==> config.mk <==
export PLATFORM = sky130hd
export DESIGN_NAME = ascii_sensor_frame_parser_top
export DESIGN_NICKNAME = d
export VERILOG_FILES = /design/src/hdl/asfp_pkg.sv /design/src/hdl/ascii_sensor_frame_parser_top.sv /design/src/hdl/asfp_frame.sv
export VERILOG_INCLUDE_DIRS = /design/src /design/src/hdl
export SDC_FILE = /design/constraint.sdc
export NUM_CORES = 1
export LEC_CHECK = 0
export ABC_AREA = 1
export BUFFER_PORTS_ARGS = -buffer_cell sky130_fd_sc_hd__buf_2
export CAP_MARGIN = 20
export CORE_UTILIZATION = 60
export DETAILED_ROUTE_END_ITERATION = 8
export PLACE_DENSITY = 0.91
export SLEW_MARGIN = 10
export SYNTH_ARGS = -nofsm -noshare
export SYNTH_HDL_FRONTEND = slang
export SYNTH_HIERARCHICAL = 1
export SYNTH_SLANG_ARGS = --single-unit
==> constraint.sdc <==
create_clock -name clk -period 5.8 [get_ports clk]
set_input_delay 0.87 -clock clk [delete_from_list [all_inputs] [get_ports clk]]
set_output_delay 0.87 -clock clk [all_outputs]
set_load 0.01 [all_outputs]
==> src/hdl/ascii_sensor_frame_parser_top_macros.svh <==
// Assertion helpers shared by the frame parser modules.
`ifndef ASCII_SENSOR_FRAME_PARSER_TOP_MACROS_SVH
`define ASCII_SENSOR_FRAME_PARSER_TOP_MACROS_SVH

// Check a property on every clock edge outside reset.
`define ASFP_ASSERT(label, prop, msg) \
  label: assert property (@(posedge clk) disable iff (rst) (prop)) else $error(msg);

// Check that a condition implies another in the same cycle.
`define ASFP_ASSERT_IMPL(label, ante, cons, msg) \
  label: assert property (@(posedge clk) disable iff (rst) (ante) |-> (cons)) else $error(msg);

`endif

==> src/hdl/asfp_pkg.sv <==
package asfp_pkg;

  localparam logic [7:0]  CHAR_CR            = 8'h0d;
  localparam logic [7:0]  CHAR_COMMA         = 8'h2c;
  localparam logic [4:0]  COUNT_MAX          = 5'd31;
  localparam logic [2:0]  FIELD_NONE         = 3'd4;
  localparam logic [2:0]  FIELD_OVERFLOW     = 3'd7;
  localparam logic [2:0]  POS_MAX            = 3'd4;
  localparam logic [4:0]  FRAME_LENGTH_RESET = 5'd20;
  localparam logic [11:0] AC_OFFSET_RESET    = 12'd2048;

  localparam logic REG_FRAME_LENGTH = 1'b0;
  localparam logic REG_AC_OFFSET    = 1'b1;

  typedef logic [14:0] sum_t;

  typedef struct packed {
    logic               valid;
    logic signed [15:0] ac_red;
    logic        [14:0] dc_red;
    logic signed [15:0] ac_infrared;
    logic        [14:0] dc_infrared;
  } result_t;

  function automatic logic [13:0] digit_term(input logic [3:0] nib, input logic [2:0] pos);
    logic [13:0] term;
    unique case (pos)
      3'd0:    term = 14'(nib) * 14'd1000;
      3'd1:    term = 14'(nib) * 14'd100;
      3'd2:    term = 14'(nib) * 14'd10;
      3'd3:    term = 14'(nib);
      default: term = 14'd0;
    endcase
    return term;
  endfunction

endpackage

==> src/hdl/ascii_sensor_frame_parser_top.sv <==
// ASCII sensor frame parser. Takes one byte per beat on the in channel and
// sustains one byte per clock cycle while the out channel is not stalled.
// A byte passes an input register, then the frame state update and a
// result register; a frame's result is registered as its carriage-return
// byte leaves the input register. A stalled result holds any byte in the
// input register. Frames that do not have exactly frame_length bytes before
// the carriage return, or that overflow 31 bytes, give no result. Write the
// configuration registers only while the parser is idle.
`include "ascii_sensor_frame_parser_top_macros.svh"

module ascii_sensor_frame_parser_top (
  input  logic               clk,
  input  logic               rst,
  input  logic               in_valid,
  output logic               in_ready,
  input  logic [7:0]         rx_byte,
  output logic               out_valid,
  input  logic               out_ready,
  output logic signed [15:0] ac_red,
  output logic        [14:0] dc_red,
  output logic signed [15:0] ac_infrared,
  output logic        [14:0] dc_infrared,
  input  logic               cfg_we,
  input  logic               cfg_index,
  input  logic [11:0]        cfg_data
);
  import asfp_pkg::*;

  logic       s1_valid;
  logic [7:0] s1_byte;
  logic [4:0] frame_length;
  logic [11:0] ac_offset;
  logic       advance;
  logic       step;
  result_t    result;

  assign advance  = !out_valid || out_ready;
  assign in_ready = !s1_valid || advance;
  assign step     = s1_valid && advance;

  always_ff @(posedge clk) begin
    if (rst) begin
      frame_length <= FRAME_LENGTH_RESET;
      ac_offset    <= AC_OFFSET_RESET;
    end else if (cfg_we) begin
      unique case (cfg_index)
        REG_FRAME_LENGTH: frame_length <= cfg_data[4:0];
        REG_AC_OFFSET:    ac_offset    <= cfg_data;
        default:          ;
      endcase
    end
  end

  always_ff @(posedge clk) begin
    if (rst) begin
      s1_valid <= 1'b0;
    end else if (in_valid && in_ready) begin
      s1_valid <= 1'b1;
    end else if (step) begin
      s1_valid <= 1'b0;
    end
  end

  always_ff @(posedge clk) begin
    if (in_valid && in_ready) s1_byte <= rx_byte;
  end

  asfp_frame u_frame (
    .clk          (clk),
    .rst          (rst),
    .step         (step),
    .rx_byte      (s1_byte),
    .frame_length (frame_length),
    .ac_offset    (ac_offset),
    .result       (result)
  );

  always_ff @(posedge clk) begin
    if (rst) begin
      out_valid <= 1'b0;
    end else if (advance) begin
      out_valid <= result.valid;
    end
  end

  always_ff @(posedge clk) begin
    if (advance && result.valid) begin
      ac_red      <= result.ac_red;
      dc_red      <= result.dc_red;
      ac_infrared <= result.ac_infrared;
      dc_infrared <= result.dc_infrared;
    end
  end

  `ASFP_ASSERT(a_out_from_cr, $rose(out_valid) |-> $past(s1_valid && s1_byte == CHAR_CR), "result without carriage return")
  `ASFP_ASSERT(a_s1_hold, (s1_valid && !advance) |=> s1_valid, "input register dropped a stalled beat")
  `ASFP_ASSERT(a_out_hold, out_valid && !out_ready |=> $stable(ac_red), "stalled beat changed")

endmodule

==> src/hdl/asfp_frame.sv <==
`include "ascii_sensor_frame_parser_top_macros.svh"

module asfp_frame (
  input  logic                 clk,
  input  logic                 rst,
  input  logic                 step,
  input  logic [7:0]           rx_byte,
  input  logic [4:0]           frame_length,
  input  logic [11:0]          ac_offset,
  output asfp_pkg::result_t    result
);
  import asfp_pkg::*;

  logic [4:0] byte_count, byte_count_next;
  logic [2:0] field_index, field_index_next;
  logic [2:0] digit_position, digit_position_next;
  sum_t       field_sums [4];
  sum_t       field_sums_next [4];
  logic [13:0] term;

  assign term = digit_term(rx_byte[3:0], digit_position);

  always_comb begin
    byte_count_next     = byte_count;
    field_index_next    = field_index;
    digit_position_next = digit_position;
    field_sums_next     = field_sums;
    result.valid        = 1'b0;
    result.ac_red       = 16'({1'b0, field_sums[0]}) - 16'({4'd0, ac_offset});
    result.dc_red       = field_sums[1];
    result.ac_infrared  = 16'({1'b0, field_sums[2]}) - 16'({4'd0, ac_offset});
    result.dc_infrared  = field_sums[3];
    if (step) begin
      if (rx_byte == CHAR_CR) begin
        result.valid        = (field_index != FIELD_OVERFLOW) && (byte_count == frame_length);
        byte_count_next     = '0;
        field_index_next    = '0;
        digit_position_next = '0;
        for (int i = 0; i < 4; i++) field_sums_next[i] = '0;
      end else if (byte_count == COUNT_MAX) begin
        field_index_next = FIELD_OVERFLOW;
      end else begin
        byte_count_next = byte_count + 5'd1;
        if (field_index != FIELD_OVERFLOW) begin
          if (rx_byte == CHAR_COMMA) begin
            if (field_index < FIELD_NONE) field_index_next = field_index + 3'd1;
            digit_position_next = '0;
          end else begin
            if (field_index < FIELD_NONE) begin
              field_sums_next[field_index[1:0]] =
                15'(field_sums[field_index[1:0]] + {1'b0, term});
            end
            if (digit_position < POS_MAX) digit_position_next = digit_position + 3'd1;
          end
        end
      end
    end
  end

  always_ff @(posedge clk) begin
    if (rst) begin
      byte_count     <= '0;
      field_index    <= '0;
      digit_position <= '0;
      for (int i = 0; i < 4; i++) field_sums[i] <= '0;
    end else begin
      byte_count     <= byte_count_next;
      field_index    <= field_index_next;
      digit_position <= digit_position_next;
      field_sums     <= field_sums_next;
    end
  end

  `ASFP_ASSERT_IMPL(a_overflow_full, field_index == FIELD_OVERFLOW, byte_count == COUNT_MAX, "overflow marked before count saturated")
  `ASFP_ASSERT(a_pos_bound, digit_position <= POS_MAX, "digit position past saturation")
  `ASFP_ASSERT(a_field_code, field_index <= FIELD_NONE || field_index == FIELD_OVERFLOW, "bad field index")

endmodule

# Word-level counts from Yosys, hierarchy flattened
# Cells that the tools add are included.
[op_classes] mul=3 mux=28 n_eq_ne=10 add_sub_neg=6 n_bitwise=2 n_reduce_logical=23 order_cmp=4
[ops] cell="60-bit two-way mux" n=5
[ops] cell="60-bit bitwise mux" n=1
[ops] cell="14-bit one-hot mux with 4 select lines" n=1
[ops] cell="15-bit two-way mux" n=3
[ops] cell="15-bit by 12-bit subtractor with 16-bit output" n=2
[ops] cell="15-bit binary-select mux with 2-bit select" n=1
[ops] cell="15-bit demux with 2-bit select" n=1
[ops] cell="3-bit two-way mux" n=10
[ops] cell="15-bit by 14-bit adder with 15-bit output" n=1
[ops] cell="3-bit nonzero test" n=4
[ops] cell="4-bit by 7-bit multiplier with 11-bit output (second input constant)" n=1
[ops] cell="5-bit two-way mux" n=2
[ops] cell="4-bit by 5-bit multiplier with 9-bit output (second input constant)" n=1
[ops] cell="8-bit by 4-bit equality test with 1-bit output (second input constant)" n=1
[ops] cell="8-bit by 6-bit equality test with 1-bit output (second input constant)" n=1
[ops] cell="4-bit AND reduction" n=2
[ops] cell="4-bit by 3-bit multiplier with 7-bit output (second input constant)" n=1
[ops] cell="3-bit by 1-bit adder with 3-bit output (second input constant)" n=2
[ops] cell="3-bit by 2-bit equality test with 1-bit output (second input constant)" n=2
[ops] cell="3-bit less-than comparator (second input constant)" n=2
[ops] cell="2-bit AND reduction" n=3
[ops] cell="2-bit nonzero test" n=3
[ops] cell="5-bit by 1-bit adder with 5-bit output (second input constant)" n=1
[ops] cell="5-bit equality test" n=1
[ops] cell="14 further kinds" n=24
[totals] reg_bits=160 out_inout_bits=64

# Depth between registers and ports, before layout
# Gate-level depths: netlist of the first run.
[depth] depth_word=11 mapped_depth=26

# By module
# The synthesis of the first run kept the hierarchy.
[modules_own_cells] mod="asfp_frame" cells_per_inst=1015 area_per_inst_um2=6765.2 n_inst=1 seq_area_each_um2=1421.4
[modules_own_cells] mod="ascii_sensor_frame_parser_top" cells_per_inst=171 area_per_inst_um2=2856.5 n_inst=1 seq_area_each_um2=2482.4

# Least setup slack after synthesis of the first run
# Ideal clock, no wire load.
[synth_timing] path_kind="input to register" startpoint="in out_ready" endpoint="reg ac_infrared[0] (enable)" path_stages=8 setup_ns=0.483 t_required_ns=5.317 path_buffers=0 arrival_ns=4.453 path_slack_ns=0.864 path_cell_list="nor2_1 -> nor2_1 -> inv_1 -> a2111oi_0 -> nand2_1 -> nor2_1 -> inv_1 -> nor2_1"
[synth_rtl] item="start: declaration" line="ascii_sensor_frame_parser_top.sv:18" source="input logic out_ready,"
[synth_rtl] item="end signal: assignment" line="ascii_sensor_frame_parser_top.sv:90" source="ac_infrared <= result.ac_infrared;"
[synth_rtl] item="end: declaration" line="ascii_sensor_frame_parser_top.sv:21" source="output logic signed [15:0] ac_infrared,"

# Final worst setup path of the first run
[layout_timing] startpoint="reg s1_byte[2]" endpoint="reg u_frame/field_sums[58] (netlist name)"
[layout_via] elab_chain_cells=9
[layout_lines] item="start: declaration" line="ascii_sensor_frame_parser_top.sv:30" source="logic [7:0] s1_byte;"
[layout_lines] item="start signal: assignment" line="ascii_sensor_frame_parser_top.sv:65" source="if (in_valid && in_ready) s1_byte <= rx_byte;"
[layout_lines] item="4-bit by 7-bit multiplier with 11-bit output, or another cell as far along" line="asfp_pkg.sv:28" source="3'd0: term = 14'(nib) * 14'd1000;"
[layout_lines] item="14-bit one-hot mux with 4 select lines" line="asfp_pkg.sv:27" source="unique case (pos)"
[layout_lines] item="15-bit by 14-bit adder with 15-bit output" line="asfp_frame.sv:51" source="15'(field_sums[field_index[1:0]] + {1'b0, term});"
[layout_lines] item="60-bit bitwise mux" line="asfp_frame.sv:50" source="field_sums_next[field_index[1:0]] ="
[layout_lines] item="60-bit two-way mux" line="asfp_frame.sv:49" source="if (field_index < FIELD_NONE) begin"
[layout_lines] item="60-bit two-way mux" line="asfp_frame.sv:45" source="if (rx_byte == CHAR_COMMA) begin"
[layout_lines] item="60-bit two-way mux" line="asfp_frame.sv:44" source="if (field_index != FIELD_OVERFLOW) begin"
[layout_lines] item="60-bit two-way mux" line="asfp_frame.sv:40" source="end else if (byte_count == COUNT_MAX) begin"
[layout_lines] item="60-bit two-way mux" line="asfp_frame.sv:34" source="if (rx_byte == CHAR_CR) begin"
[layout_lines] item="end signal: assignment" line="asfp_frame.sv:70" source="field_sums <= field_sums_next;"
[layout_lines] item="end: declaration" line="asfp_frame.sv:17" source="sum_t field_sums [4];"
# Several ways; a longest one is shown, not always the timed one. The select of a mux whose other input is x is not followed.
# A chain may end at the register's enable or synchronous reset.

==> impl_metrics.py, run 1 <==
metrics = {
    "run_status": {
        "run_status": "complete, no violations",
    },
    "placed_design": {
        "placed_area_um2": 9940,
        "post_placement_setup_slack_ns": 1.63,
        "buffer_ports.inserted": 89,
        "finalWeightedCongestion": 0.940,
        "hpwl_um": 17100,
    },
    "clock_network": {
        "post_cts.repair.setup_buffers": 0,
        "cts_tree": "built",
        "clock_insertion_delay_worst_skew_ns": 0.43,
        "clkSlewWorstSetupHoldPaths_ns": 0.06,
        "post_cts.resized_instances": 0,
        "clock_sinks": 160,
        "number_of_buffers_inserted_during_clock_tree_synthesis": 17,
        "cts_buffer_depth": 2,
        "root_buffer": "sky130_fd_sc_hd__clkbuf_16",
        "htree_num_levels": 4,
        "cts_hold_buf": 0,
    },
    "synth": {
        "synthesis.instances": 1186,
        "synth_top_family_by_area": "simple AND/OR/NAND/NOR gates",
        "yosys.area.top_type_share": 0.218,
        "synth_enable_flop_cells": 70,
        "postSynthRegisterBits": 160,
        "share_of_the_synthesized_area_in_compound_gates_ao_oa_aoi_oai": 0.123,
        "cell_with_the_most_instances_after_synthesis": "sky130_fd_sc_hd__nand2_1",
        "ys.flop_type": "sky130_fd_sc_hd__dfxtp_1",
        "yosys_warnings": 6,
        "post-synth-top-area-cell": "sky130_fd_sc_hd__edfxtp_1",
        "mapped_avg_cell_area_um2": 8.11,
        "synth.lib_cells_used.distinct": 45,
        "seq_area_frac_synth": 0.406,
        "ys_async_sr_fraction": 0,
        "synth_top_cells_by_count": "sky130_fd_sc_hd__nand2_1, sky130_fd_sc_hd__inv_1, sky130_fd_sc_hd__a21oi_1",
        "synth.area.mux_share": 0,
        "post_synth_instance_area_um2": 9620,
        "yosys.area_share.adder": 0.125,
        "yosys.area_share.simple": 0.219,
        "netlist_top_cells_area": "sky130_fd_sc_hd__edfxtp_1, sky130_fd_sc_hd__dfxtp_1, sky130_fd_sc_hd__nand2_1",
        "post_synth_xor_area_fraction": 0.0291,
        "synthesized_net_count": 1301,
    },
    "timing": {
        "postLayoutSetupSlackWorst_ns": 1.50,
        "worst_hold_slack_after_final_layout_ns": 0.456,
        "maxSlewViolCount": 0,
        "layout_skew_ns": 0.0111,
        "period_utilization": 0.742,
        "tightestPinTransition_ns": 0.822,
        "max_clock_freq_mhz": 232,
        "slew-limit-headroom": 0.451,
        "setup_repair_after_global_routing_missed_its_margin": "no",
        "timing.final.crit_period_ns": 4.30,
        "setup_total_negative_slack_ns": 0,
        "timing_hold_violations_final": 0,
        "timing.final.setup_violations": 0,
    },
    "drt": {
        "postRouteAntennaNets": 0,
        "drtIter0Drc": 880,
        "dr_total_vias": 8307,
        "vias_per_cell": 5.68,
        "drt_pre_antenna_iters": 6,
        "remaining_drc_errors": 0,
        "routed_wirelength_um": 23400,
        "avgRoutedWirePerCell_um": 16.0,
    },
    "pwr": {
        "vdd_ir_drop_max_v": 0.000213,
        "power_per_cell_area_nw_per_um2": 294,
        "p_leak_nw": 4.77,
    },
    "setup_path": {
        "r2r_cells": 25,
        "r2r_start": "s1_byte[2]",
        "worstSetupStartpointType": "flop",
        "worst_reg2reg_setup_slack_ns": 1.50,
        "crit_path_max_fanout": 9,
        "launching_instance_or_port_of_the_critical_path": "s1_byte[2]",
        "worst_setup_path_end_kind": "flop",
        "arrival_ns": 4.59,
        "worst-setup-path-type": "reg -> reg",
        "critical_path.reg2reg.endpoint": "u_frame/field_sums[58]",
        "worst_ep_required_time_ns": 6.08,
        "critPathCapture": "u_frame/field_sums[58]",
    },
    "global_routing": {
        "grt_start_max_net_pins": 70,
        "overflow": 0,
        "antenna_found_initial": 0,
        "grt_pass1_vias": 7645,
        "grt.total_usage": 0.297,
        "first_pass_grt_wire_length_um": 37500,
    },
    "cells_and_area": {
        "drive_above_1_share": 0.123,
        "postLayoutCoreUtil": 0.685,
        "post-route-cell-area_um2": 10600,
        "area_growth_syn_to_layout_pct": 9.88,
        "nets": 1354,
        "diodes": 0,
    },
    "floorplanning": {
        "die_area_um2": 16500,
        "core-area_um2": 15400,
        "die-height_um": 129,
        "floorplan.initialDensity": 0.624,
        "die_w_um": 129,
        "design.portCount": 90,
        "rows": 45,
    },
    "flow_run": {
        "maxCapViolCount": 0,
    },
    "min_path": {
        "path_type_of_the_worst_min_delay_path": "reg -> reg",
    },
}
per-stage QoR:
step / total power, mW / instances
global route: 3.25 / 1463
finish: 3.11 / 1463
CTS: 3.10 / 1463
floorplan: 1.75 / 1186
detailed placement: 1.91 / 1431
global placement: 1.90 / 1431
power breakdown:
group | switching, mW | internal (mW)
clock | 0.471 | 0.727
combinational | 0.447 | 0.226
sequential | 0.0254 | 1.21
worst max-delay path, stage by stage (launching register included):
cell and delay (ns):
sky130_fd_sc_hd__edfxtp_1 0.57, sky130_fd_sc_hd__fa_1 0.65, sky130_fd_sc_hd__inv_1 0.10, sky130_fd_sc_hd__fa_1 0.51, sky130_fd_sc_hd__inv_1 0.04, sky130_fd_sc_hd__ha_1 0.33
sky130_fd_sc_hd__nand2_1 0.10, sky130_fd_sc_hd__nand2_1 0.05, sky130_fd_sc_hd__nand2_1 0.07, sky130_fd_sc_hd__nand2_1 0.06, sky130_fd_sc_hd__nand2_1 0.09, sky130_fd_sc_hd__nand2_1 0.05
sky130_fd_sc_hd__a21oi_1 0.17, sky130_fd_sc_hd__nand2_1 0.08, sky130_fd_sc_hd__nand2_1 0.07, sky130_fd_sc_hd__nor2_1 0.05, sky130_fd_sc_hd__ha_1 0.37, sky130_fd_sc_hd__nand2_1 0.10
sky130_fd_sc_hd__nor2_1 0.16, sky130_fd_sc_hd__inv_1 0.06, sky130_fd_sc_hd__nor2_1 0.08, sky130_fd_sc_hd__nand2_1 0.07, sky130_fd_sc_hd__nand2_1 0.07, sky130_fd_sc_hd__nand2_1 0.10
sky130_fd_sc_hd__nand3_1 0.09, sky130_fd_sc_hd__a21oi_1 0.06
metal layers:
layer,vias to the layer above,track usage,share of wire
met4,0,0.150,0.050
met1,3794,0.373,0.42
li1,3993,-,-
met5,-,0,0
met3,104,0.0611,0.079
met2,416,0.487,0.46
logic make-up (layout without fill, tap and decap cells):
group,count (synthesis),count (layout)
and+or+nand+nor,493,493
adders and majority gates,89,89
buffers and inverters,196,262
DFF,160,160
xor gates and xnor gates,32,32
AOI/OAI and AO/OA,216,216
state kept, by name (all words and copies together), names as in the netlist:
register and cells:
ac_infrared 16, ac_offset 12, ac_red 16, dc_infrared 15
dc_red 15, frame_length 5, out_valid 1, s1_byte 8
s1_valid 1, u_frame/byte_count 5, u_frame/digit_position 3, u_frame/field_index 3
u_frame/field_sums 30, u_frame/result 30
final cells by class:
class	count	area, µm²
Sequential cell	160	3900
Tap cell	211	264
Multi-Input combinational cell	830	4780
Fill cell	1271	4850
Timing Repair Buffer	92	468
Clock inverter	15	208
Inverter	138	520
Clock buffer	17	425
layout by cell type (no fill, tap or decap), types with 3 or more instances in the layout:
master	Yosys	final
sky130_fd_sc_hd__o21ai_0	56	56
sky130_fd_sc_hd__o22ai_1	14	14
sky130_fd_sc_hd__bufinv_16	0	4
sky130_fd_sc_hd__o21ai_1	9	9
sky130_fd_sc_hd__edfxtp_1	70	70
sky130_fd_sc_hd__o21a_1	4	4
sky130_fd_sc_hd__ha_1	77	77
sky130_fd_sc_hd__clkbuf_16	0	17
sky130_fd_sc_hd__o21bai_1	3	3
sky130_fd_sc_hd__o221ai_1	3	3
sky130_fd_sc_hd__nand2_4	7	7
sky130_fd_sc_hd__clkinvlp_4	0	3
sky130_fd_sc_hd__nand2_1	282	282
sky130_fd_sc_hd__nor2_1	101	100
sky130_fd_sc_hd__dfxtp_1	90	90
sky130_fd_sc_hd__xor2_1	24	24
sky130_fd_sc_hd__or2_2	8	8
sky130_fd_sc_hd__xnor2_1	8	8
sky130_fd_sc_hd__inv_1	136	136
sky130_fd_sc_hd__fa_1	12	12
sky130_fd_sc_hd__nand3_1	68	68
sky130_fd_sc_hd__buf_2	1	89
sky130_fd_sc_hd__a21oi_1	110	110
sky130_fd_sc_hd__nor2_4	4	5
sky130_fd_sc_hd__nor3_1	5	5
sky130_fd_sc_hd__a21oi_2	3	3
sky130_fd_sc_hd__nand3b_1	6	6
sky130_fd_sc_hd__buf_4	31	3
sky130_fd_sc_hd__nand4_1	7	7
worst min path at each step:
stage                 endpoint  cells past startpoint               start  slack (ns)
3_5_place_dp   frame_length[4]                      2     frame_length[4]        0.45
5_1_grt         dc_infrared[7]                      0   u_frame/result[7]        0.47
6_report        dc_infrared[8]                      0   u_frame/result[8]        0.46
3_3_place_gp         dc_red[1]                      0  u_frame/result[32]        0.44
2_1_floorplan  frame_length[2]                      2     frame_length[2]        0.43
4_1_cts         dc_infrared[8]                      0   u_frame/result[8]        0.46
Note: power is estimated with default switching activity, not from simulation.
==> run 2: changes to the inputs <==
--- a/config.mk
+++ b/config.mk
@@ -6,7 +6,7 @@
 export SDC_FILE = /design/constraint.sdc
 export NUM_CORES = 1
 export LEC_CHECK = 0
-export ABC_AREA = 1
+export ABC_AREA = 0
 export BUFFER_PORTS_ARGS = -buffer_cell sky130_fd_sc_hd__buf_2
 export CAP_MARGIN = 20
 export CORE_UTILIZATION = 60
==> constraint.sdc (replaced) <==
create_clock -name clk -period 4.5 [get_ports clk]
set_input_delay 0.675 -clock clk [delete_from_list [all_inputs] [get_ports clk]]
set_output_delay 0.675 -clock clk [all_outputs]
set_load 0.01 [all_outputs]
==> run 2 against run 1 <==
  * Synthesized cell count fell by 27%
  * Largest power group unchanged
  * Sequential cell count did not move
  * Critical path depth fell by 12
  * Register-to-register slack got worse by 1.3 ns
  * Sequential power rose by 30%
  * Die area fell by 4.1%
  * Core utilization rose by 0.52 points
  * Worst hold slack got worse by 0.040 ns
  * Sequential share of layout area rose by 1.4 points
  * Count of clock-buffer cells in the layout rose by 2
  * Fmax fell by 0.55%
==> impl_metrics.py, run 2 <==
metrics = {
    "timing": {
        "timing_hold_violations_final": 0,
        "layout_skew_ns": 0.0110,
        "worst_hold_slack_after_final_layout_ns": 0.416,
        "timing.final.crit_period_ns": 4.33,
        "max_clock_freq_mhz": 231,
        "setup_repair_after_global_routing_missed_its_margin": "no",
        "slew-limit-headroom": 0.347,
        "period_utilization": 0.961,
        "maxSlewViolCount": 0,
        "timing.final.setup_violations": 0,
        "tightestPinTransition_ns": 0.979,
        "postLayoutSetupSlackWorst_ns": 0.174,
    },
    "placed_design": {
        "place_inst": 1080,
        "buffer_ports.inserted": 89,
        "finalWeightedCongestion": 0.924,
        "hpwl_um": 15800,
        "post_placement_setup_slack_ns": -0.0126,
    },
    "min_path": {
        "worstHoldStart": "rx_byte[0]",
        "path_type_of_the_worst_min_delay_path": "in -> reg",
        "hold_end": "s1_byte[0]",
        "hold_path_stages": 1,
    },
    "global_routing": {
        "grt_pass1_vias": 6801,
        "overflow": 0,
        "antenna_found_initial": 0,
        "grt_start_max_net_pins": 57,
        "first_pass_grt_wire_length_um": 35100,
        "grt.total_usage": 0.284,
    },
    "drt": {
        "drt_pre_antenna_iters": 5,
        "postRouteAntennaNets": 0,
        "vias_per_cell": 6.34,
        "dr_total_vias": 7072,
        "drtIter0Drc": 795,
        "routed_wirelength_um": 21500,
        "avgRoutedWirePerCell_um": 19.3,
        "remaining_drc_errors": 0,
    },
    "cells_and_area": {
        "postLayoutCoreUtil": 0.691,
        "diodes": 0,
        "layout_commonest_cell": "sky130_fd_sc_hd__dfxtp_1",
        "layout_common_cells": "sky130_fd_sc_hd__dfxtp_1, sky130_fd_sc_hd__buf_2, sky130_fd_sc_hd__ha_1, sky130_fd_sc_hd__nor2_1, sky130_fd_sc_hd__edfxtp_1",
        "area_growth_syn_to_layout_pct": 10.5,
        "finish.cell_count_without_fillers": 1116,
        "nets": 1034,
        "drive_above_1_share": 0.193,
    },
    "pwr": {
        "net-switching-power_mw": 1.38,
        "reg_power_frac": 0.383,
        "p_comb_frac": 0.295,
        "vdd_ir_drop_max_v": 0.000279,
        "power_per_cell_area_nw_per_um2": 413,
        "cellInternalPower_mw": 2.82,
        "overall_power_of_the_completed_layout_mw": 4.21,
        "switching_share": 0.329,
        "p_clk_frac": 0.322,
        "p_leak_nw": 4.34,
    },
    "synth": {
        "synth_enable_flop_cells": 70,
        "synth.area.mux_share": 0.0529,
        "synthesis.instances": 863,
        "postSynthRegisterBits": 160,
        "share_of_the_synthesized_area_in_compound_gates_ao_oa_aoi_oai": 0.171,
        "cell_with_the_most_instances_after_synthesis": "sky130_fd_sc_hd__dfxtp_1",
        "synthesized_net_count": 978,
        "synth.lib_cells_used.distinct": 69,
        "seq_area_frac_synth": 0.423,
        "post_synth_xor_area_fraction": 0.0361,
        "mapped_avg_cell_area_um2": 10.7,
        "netlist_top_cells_area": "sky130_fd_sc_hd__edfxtp_1, sky130_fd_sc_hd__dfxtp_1, sky130_fd_sc_hd__ha_1",
        "post_synth_instance_area_um2": 9220,
        "yosys_warnings": 6,
        "post-synth-top-area-cell": "sky130_fd_sc_hd__edfxtp_1",
        "ys.flop_type": "sky130_fd_sc_hd__dfxtp_1",
        "yosys.area_share.simple": 0.117,
        "yosys.area_share.adder": 0.131,
        "ys_async_sr_fraction": 0,
        "synth_top_cells_by_count": "sky130_fd_sc_hd__dfxtp_1, sky130_fd_sc_hd__ha_1, sky130_fd_sc_hd__nor2_1",
        "synth_top_family_by_area": "compound AO/OA/AOI/OAI gates",
        "yosys.area.top_type_share": 0.228,
    },
    "clock_network": {
        "cts_hold_buf": 0,
        "clock_sinks": 160,
        "cts_tree": "built",
        "htree_num_levels": 4,
        "clock_insertion_delay_worst_skew_ns": 0.44,
        "cts_buffer_depth": 2,
        "clkSlewWorstSetupHoldPaths_ns": 0.07,
        "number_of_buffers_inserted_during_clock_tree_synthesis": 17,
        "root_buffer": "sky130_fd_sc_hd__clkbuf_16",
    },
    "floorplanning": {
        "floorplan.initialDensity": 0.625,
        "core-area_um2": 14800,
        "die_area_um2": 15900,
        "die_w_um": 126,
        "design.portCount": 90,
        "die-height_um": 126,
        "rows": 44,
    },
    "run_status": {
        "run_status": "complete, no violations",
    },
    "flow_run": {
        "maxCapViolCount": 0,
    },
    "setup_path": {
        "timing.critical_path.buf_inv": 2,
        "path_delay_family": "adder cells",
        "worst_reg2reg_setup_slack_ns": 0.17,
        "worst_path_max_delay_cell": "sky130_fd_sc_hd__or4b_2",
        "worst_ep_required_time_ns": 4.88,
        "arrival_ns": 4.70,
        "crit_path_max_fanout": 10,
        "worstSetupStartpointType": "flop",
        "worst-setup-path-type": "reg -> reg",
        "r2r_cells": 13,
        "crit_path_cell_trace": "buf_4 -> ha_1 -> fa_1 -> inv_1 -> fa_1 -> xor2_1 -> o22ai_1 -> ha_1 -> nand2_1 -> or4b_2 -> mux2i_1 -> nor2_1 -> a22o_1",
        "critical_path.reg2reg.endpoint": "u_frame/result[11]",
        "worst_setup_path_end_kind": "flop",
        "r2r_start": "s1_byte[2]",
        "max_stage_delay_ns": 0.76,
    },
}
==> run 2: cell families after synthesis <==
| kind of cell | count (synthesis) |
|---|---|
| AO/OA/AOI/OAI | 222 |
| AND/OR/NAND/NOR | 204 |
| flip-flops | 160 |
| buffers and inverters | 120 |
| adder cells (fa/ha/maj) | 89 |
| XOR/XNOR | 38 |
| multiplexers | 30 |
==> run 2: stage by stage <==
stage / instance area, µm² / setup TNS [ns]
global placement: 9540 / 0
detailed placement: 9540 / -0.0313
CTS: 10100 / 0
finish: 10200 / 0
floorplan: 9220 / 0
global route: 10200 / 0
==> run 2: worst max path at each step <==
stage	startpoint	to	depth (start not counted)
2_1_floorplan	s1_byte[2]	u_frame/field_sums[29]	17
3_3_place_gp	s1_byte[1]	u_frame/field_sums[59]	17
3_5_place_dp	s1_byte[1]	u_frame/result[14]	17
4_1_cts	s1_byte[1]	u_frame/result[14]	17
5_1_grt	s1_byte[2]	u_frame/result[44]	17
6_report	s1_byte[2]	u_frame/result[11]	13
==> run 2: worst reg2reg max path, stage by stage, from the launching register on <==
cell                       delay, ns
sky130_fd_sc_hd__edfxtp_1       0.42
sky130_fd_sc_hd__buf_4          0.21
sky130_fd_sc_hd__ha_1           0.36
sky130_fd_sc_hd__fa_1           0.55
sky130_fd_sc_hd__inv_1          0.06
sky130_fd_sc_hd__fa_1           0.47
sky130_fd_sc_hd__xor2_1         0.18
sky130_fd_sc_hd__o22ai_1        0.10
sky130_fd_sc_hd__ha_1           0.34
sky130_fd_sc_hd__nand2_1        0.09
sky130_fd_sc_hd__or4b_2         0.76
sky130_fd_sc_hd__mux2i_1        0.17
sky130_fd_sc_hd__nor2_1         0.35
sky130_fd_sc_hd__a22o_1         0.20
==> run 2: timing repair <==
action	CTS	global route
endpoints found under the setup margin	3	22
buffers inserted	0	4
pin swaps	0	7
gates resized for setup	1	12
cloned	0	0
==> run 2: final cells by class <==
class	count	area, µm²
flip-flops and latches	160	3900
clock buffers	19	453
repair buffers	103	551
fillers	1050	4570
clock inverters	13	103
multi-input cells	583	4750
well taps	184	230
inverters	54	203
==> run 2: power groups by stage <==
stage / Combinational (mW) / Clock, mW / Sequential (mW)
2_1_floorplan: 0.870 / 0 / 1.63
6_report: 1.24 / 1.36 / 1.61
3_5_place_dp: 1.12 / 0 / 1.64
5_1_grt: 1.36 / 1.43 / 1.61
3_3_place_gp: 1.09 / 0 / 1.64
4_1_cts: 1.13 / 1.37 / 1.61
==> run 2: layer usage <==
metal  routed length [µm]  track usage
met4                  641        0.116
met2                10400        0.478
met1                 8950        0.353
met3                 1540       0.0671
met5                    0            0
